[config.mk]
export PLATFORM = sky130hd
export DESIGN_NAME = sfii_mac
export DESIGN_NICKNAME = d
export VERILOG_FILES = /design/src/design/step_function_interval_integral_assert.svh /design/src/design/sfii_pkg.sv /design/src/design/sfii_mac.sv
export SDC_FILE = /design/constraint.sdc
export NUM_CORES = 2
export LEC_CHECK = 0
export BUFFER_PORTS_ARGS = -buffer_cell sky130_fd_sc_hd__buf_2
export CAP_MARGIN = 25
export CELL_PAD_IN_SITES_DETAIL_PLACEMENT = 1
export CELL_PAD_IN_SITES_GLOBAL_PLACEMENT = 1
export CORE_UTILIZATION = 56
export CTS_CLUSTER_SIZE = 24
export DETAILED_ROUTE_END_ITERATION = 10
export MAX_ROUTING_LAYER = met4
export PLACE_DENSITY_LB_ADDON = 0.1
export SETUP_SLACK_MARGIN = 0.2
export SLEW_MARGIN = 20
export SYNTH_ARGS = -nofsm -noshare
export SYNTH_HDL_FRONTEND = slang
export SYNTH_SLANG_ARGS = --single-unit
[constraint.sdc]
create_clock -name clk -period 16.4 [get_ports clk]
set_clock_uncertainty 0.05 [all_clocks]
set_input_delay 3.28 -clock clk [delete_from_list [all_inputs] [get_ports clk]]
set_output_delay 3.28 -clock clk [all_outputs]
set_load 0.005 [all_outputs]
[src/design/step_function_interval_integral_assert.svh]
// Assertion macros for the step function integrator RTL
`ifndef STEP_FUNCTION_INTERVAL_INTEGRAL_ASSERT_SVH
`define STEP_FUNCTION_INTERVAL_INTEGRAL_ASSERT_SVH
`ifndef SYNTH
`define SFII_ASSERT_IMP(lbl, ante, cons, msg) \
	lbl: assert property (@(posedge clk) disable iff (!arst_n) (ante) |-> (cons)) \
		else $error(msg);
`define SFII_ASSERT_NXT(lbl, ante, cons, msg) \
	lbl: assert property (@(posedge clk) disable iff (!arst_n) (ante) |=> (cons)) \
		else $error(msg);
`else
`define SFII_ASSERT_IMP(lbl, ante, cons, msg)
`define SFII_ASSERT_NXT(lbl, ante, cons, msg)
`endif
`endif

[src/design/sfii_pkg.sv]
// Types, codes and helpers for the step function integrator
package sfii_pkg;

	localparam int DEF_POINTS = 256;
	localparam int DATA_W     = 32;
	localparam int COUNT_W    = 9;
	localparam int RESULT_W   = 64;
	localparam int REG_IDX_W  = 1;

	localparam logic FUNC_WRITE = 1'b0;
	localparam logic FUNC_QUERY = 1'b1;

	localparam logic [REG_IDX_W-1:0] REG_BASE_LEVEL  = 1'b0;
	localparam logic [REG_IDX_W-1:0] REG_POINT_COUNT = 1'b1;

	// one breakpoint as held in the memory
	typedef struct packed {
		logic signed [DATA_W-1:0] t;
		logic signed [DATA_W-1:0] lev;
	} bp_t;

	// one product term handed to the multiply-accumulate unit
	typedef struct packed {
		logic                     clear;
		logic                     valid;
		logic signed [DATA_W:0]   diff;
		logic signed [DATA_W-1:0] lev;
	} mac_ctl_t;

	typedef enum logic [3:0] {
		S_IDLE,
		S_CHK0,
		S_CHKT,
		S_EDEC,
		S_LOC_RD,
		S_LOC_CMP,
		S_BR,
		S_GETFL,
		S_GETSL,
		S_WALK,
		S_FINAL,
		S_DRAIN,
		S_DONE
	} st_t;

	function automatic logic signed [DATA_W:0] sub33(
		input logic signed [DATA_W-1:0] a,
		input logic signed [DATA_W-1:0] b
	);
		return {a[DATA_W-1], a} - {b[DATA_W-1], b};
	endfunction

	function automatic mac_ctl_t mk_term(
		input logic signed [DATA_W:0]   diff,
		input logic signed [DATA_W-1:0] lev
	);
		mac_ctl_t m;
		m.clear = 1'b0;
		m.valid = 1'b1;
		m.diff  = diff;
		m.lev   = lev;
		return m;
	endfunction

endpackage

[src/design/sfii_mac.sv]
// Two-stage multiply-accumulate for the segment terms, wrapping at 64 bits
module sfii_mac (
	input  logic                              clk,
	input  logic                              arst_n,
	input  sfii_pkg::mac_ctl_t                ctl,
	output logic                              busy,
	output logic [sfii_pkg::RESULT_W-1:0]     acc
);
	import sfii_pkg::*;

	logic                     v_s1;
	logic signed [DATA_W:0]   diff_s1;
	logic signed [DATA_W-1:0] lev_s1;
	logic                     v_s2;
	logic [RESULT_W-1:0]      prod_s2;
	logic [RESULT_W-1:0]      acc_q;
	logic signed [RESULT_W:0] prod;

	assign prod = diff_s1 * lev_s1;

	always_ff @(posedge clk or negedge arst_n) begin
		if (!arst_n) begin
			v_s1 <= 1'b0;
			v_s2 <= 1'b0;
		end else begin
			v_s1 <= ctl.valid;
			v_s2 <= v_s1;
		end
	end

	always_ff @(posedge clk) begin
		diff_s1 <= ctl.diff;
		lev_s1  <= ctl.lev;
		prod_s2 <= prod[RESULT_W-1:0];
	end

	always_ff @(posedge clk or negedge arst_n) begin
		if (!arst_n) begin
			acc_q <= '0;
		end else if (ctl.clear) begin
			acc_q <= '0;
		end else if (v_s2) begin
			acc_q <= acc_q + prod_s2;
		end
	end

	assign busy = v_s1 | v_s2;
	assign acc  = acc_q;

endmodule

---- Word-level counts from Yosys, hierarchy flattened ----
Cells that the tools add are included.
word-level totals
  register bits ........................... 195
  input bits .............................. 69
  output and inout bits ................... 65
  logic and storage cells ................. 12
operators by class
  add/subtract/negate cells ............... 1
  $mul .................................... 1
  multiplexer cells ....................... 2
  bitwise operators ....................... 1
  reductions and logical operators ........ 1
operators by type and width
  kind                          count
  two-way mux 64 bit            2
  adder 64 bit                  1
  multiplier 33 x 32 -> 64 bit  1
  nonzero test 2 bit            1
  OR 1 bit                      1

---- Logic depth before layout (Yosys ltp) ----
  depth after elaboration ................. 3
  mapped depth ............................ 29
  gate-level depth less buffers ........... 28

---- Worst setup path after synthesis ----
Ideal clock, no wire load.
  kind .................................... reg-to-reg
  start point ............................. register diff_s1[32]
  end point ............................... register prod_s2[57]
  setup time .............................. 0.122 ns
  arrival ................................. 7.714 ns
  data required time ...................... 16.228 ns
  setup slack ............................. 8.514 ns
  cell stages (with the launch flop) ...... 26
  buffers on the path ..................... 1
  period minus slack after synthesis ...... 7.886 ns
  path through ............................ dfxtp_1 > clkbuf_1 > nand2_1 > fa_1 > fa_1 > inv_1 > fa_1 > inv_1 > fa_1 > inv_1 > fa_1 > fa_1 > inv_1 > fa_1 > inv_1 > fa_1 > ha_1 > and3_1 > and3_1 > and2_1 > nand2_1 > a21bo_2 > o21a_1 > a21oi_2 > nor4_1 > a311o_1
between the ends
  cells in the longest elaborated chain, start to end .. 1
ends and longest elaborated chain
  element                       RTL line        source
  start, declared               sfii_mac.sv:12  logic signed [DATA_W:0] diff_s1;
  start signal, assigned        sfii_mac.sv:32  diff_s1 <= ctl.diff;
  multiplier 33 x 32 -> 64 bit  sfii_mac.sv:19  assign prod = diff_s1 * lev_s1;
  named net prod[57]            sfii_mac.sv:17  logic signed [RESULT_W:0] prod;
  end signal, assigned          sfii_mac.sv:34  prod_s2 <= prod[RESULT_W-1:0];
  end, declared                 sfii_mac.sv:15  logic [RESULT_W-1:0] prod_s2;
The timed path passes the listed nets, and every way through them passes these cells.
A chain may end at the register's enable or synchronous reset.

---- Worst setup path in the final report ----
  start point ............................. register diff_s1[32]
  end point ............................... register prod_s2[56]
Same word-level chain as after synthesis.

==> impl_metrics.tcl <==
set metrics [dict create \
    cts_hold_buf 0 \
    rr_worst_depth 23 \
    holdCritPathClass "reg2reg" \
    antenna_found_initial 4 \
    post-route-min-period_ns 8.964 \
    dp_hpwl_um 108800 \
    synthCells 4803 \
    required_ns 16.77 \
    syn_to_final_growth_pct 4.650 \
    cts_buffer_depth 2 \
    die-area_um2 82530 \
    die_h_um 287.3 \
    route.vias.total 33240 \
    cts_tree "yes" \
    cts_setup_buffers 0 \
    fin_setup_tns_ns 0 \
    ys.flop_type "dfxtp_1" \
    layout_common_cells "1104 x fa_1, 1001 x inv_1, 581 x nand2_1" \
    place_congestion 0.9241 \
    io_pins 134 \
    r2r-end "prod_s2[56]" \
    timing.final.max_slew_violations 0 \
    whs_endpoint "v_s2" \
    outcome "complete, no violations" \
    coreArea_um2 80550 \
    fmax_mhz 111.6 \
    synth_top_area_cell "fa_1" \
    yosysSeqAreaShare_pct 9.290 \
    synth.ff_latch_count 195 \
    h-tree-depth 4 \
    avgSynthCellArea_um2 9.489 \
    rows 104 \
    yosysWarningCount 0 \
    r2r-start "diff_s1[32]" \
    clk_transition_reported_paths_ns 0.12 \
    cts.repair.resized 0 \
    drt_wl_total_um 135700 \
    hold_path_depth 0 \
    syn-num-nets 6223 \
    yosysTopAreaCellShare_pct 48.49 \
    cts_sinks 195 \
    finalHoldViolCount 0 \
    crit_type "reg2reg" \
    drv_cap 0 \
    vias_per_cell 5.692 \
    die_w_um 287.3 \
    drive_gt1_share_pct 5.671 \
    rsz0062_at_grt "no" \
    nets 6186 \
    async_reset_ff_share_pct 33.85 \
    dr.first_iter.drc_count 1578 \
    root_buffer "clkbuf_16" \
    critPathLaunchType "flip-flop" \
    initial_core_util_pct 56.58 \
    grt_max_degree 67 \
    grt_pass1_vias 38910 \
    io_buffers 133 \
    ant_nets 0 \
    cp_data_arrival_time_ns 9.34 \
    cts_buffers 17 \
    setup_viol 0 \
    wl_per_cell_um 23.24 \
    final_common_cell "fa_1" \
    crit_path_end_kind "flip-flop" \
    synth_edf_count 0 \
    grt_first_pass_wirelength_um 218100 \
    grtUsageTotal_pct 36.06 \
    dr.pass1.iters 5 \
    r2r_slack_ns 7.44 \
    ys_types 81 \
    gr-total-overflow 0 \
    synthTopCellsByArea "fa_1 48%, inv_1 8.2%, and2_1 7.2%, ha_1 6.8%, dfxtp_1 5.7%" \
    relSlewSlack_pct 34.08 \
    tightestPinTransition_ns 0.9889 \
    timing.final.crit_share_pct 54.66 \
    worstSkewPairLatency_ns 0.57 \
    drc_errors 0 \
    netlist_area_um2 45580 \
    worstHoldStart "v_s1" \
    path_max_fanout 33 \
]
==> routing by layer <==
layer | part of all wire, % | global-route usage [%] | vias to the layer above | routed length, µm
li1 | - | - | 14220 | -
met1 | 38 | 42.59 | 17670 | 51780
met2 | 51 | 60.20 | 1007 | 69550
met3 | 4.9 | 4.452 | 350 | 6643
met4 | 5.7 | 19.45 | 0 | 7758
met5 | 0 | - | - | 0
==> how the worst max path moves through the flow <==
stage / start / to / slack [ns] / depth (start not counted)
2_1_floorplan: diff_s1[32] / prod_s2[57] / 8.51 / 25
5_1_grt: diff_s1[32] / prod_s2[56] / 6.96 / 23
3_5_place_dp: diff_s1[32] / prod_s2[56] / 7.59 / 23
6_report: diff_s1[32] / prod_s2[56] / 7.44 / 23
3_3_place_gp: diff_s1[32] / prod_s2[57] / 7.86 / 25
4_1_cts: diff_s1[32] / prod_s2[56] / 7.45 / 23
==> area by class of cell <==
class,instances,area [µm²]
multi-input cells,3357,36630
fillers,9088,32850
flip-flops and latches,195,4255
inverters,1002,3761
well taps,1060,1326
repair buffers,193,1114
clock buffers,17,425.4
clock inverters,15,182.7
diodes,1,2.502
==> critical path, cell delays in order (launching register included) <==
cell	delay, ns
dfxtp_1	0.34
buf_4	0.31
nand2_1	0.16
fa_1	0.58
fa_1	0.59
inv_1	0.07
fa_1	0.99
inv_1	0.25
fa_1	0.65
inv_1	0.57
fa_1	0.57
fa_1	0.55
inv_1	0.05
fa_1	0.47
inv_1	0.05
fa_1	0.50
ha_1	0.39
and3_1	0.21
and3_1	0.22
nand3b_1	0.09
o21ai_0	0.68
a21o_1	0.23
a21oi_1	0.07
xnor2_1	0.13
==> sequential cells by signal, indices dropped and copies added, names as in the netlist <==
register  count
acc          64
diff_s1      33
lev_s1       32
prod_s2      64
v_s1          1
v_s2          1
==> per-stage QoR <==
stage                     hold WS (ns)  setup slack [ns]  std cells  util [%]  instance area, µm²
after floorplan                 0.2961             8.514       4803         -               45580
after global placement          0.2987             7.860       5806     58.45               47080
after detailed placement        0.3148             7.587       5807     58.46               47090
after CTS                       0.3337             7.447       5839     59.21               47690
after global routing            0.3357             6.965       5840     59.22               47700
final                           0.3321             7.436       5840     59.22               47700
==> cells by family after synthesis <==
logic type,count (synthesis),synth area share (%)
mux,28,0.6149
flops,195,9.290
simple gates,1380,14.97
fa+ha+maj,1351,55.27
xor+xnor,128,2.460
buf+inv,1251,10.34
compound gates,470,7.053
==> cells in the mapped netlist, types with 17 or more instances <==
| master | instances |
|---|---|
| a211oi_1 | 21 |
| a21o_1 | 96 |
| a21oi_1 | 125 |
| a22o_1 | 20 |
| a31oi_1 | 17 |
| and2_1 | 526 |
| clkbuf_1 | 238 |
| dfrtp_1 | 66 |
| dfxtp_1 | 129 |
| fa_1 | 1104 |
| ha_1 | 247 |
| inv_1 | 1001 |
| mux2i_1 | 28 |
| nand2_1 | 581 |
| nand4_1 | 35 |
| nor2_1 | 136 |
| nor3_1 | 17 |
| o21a_1 | 17 |
| o21ai_0 | 74 |
| o21bai_1 | 23 |
| xnor2_1 | 92 |
| xor2_1 | 36 |
Power is not shown: default switching activity piles up to over one toggle a cycle in this logic, so the estimate is an artifact.
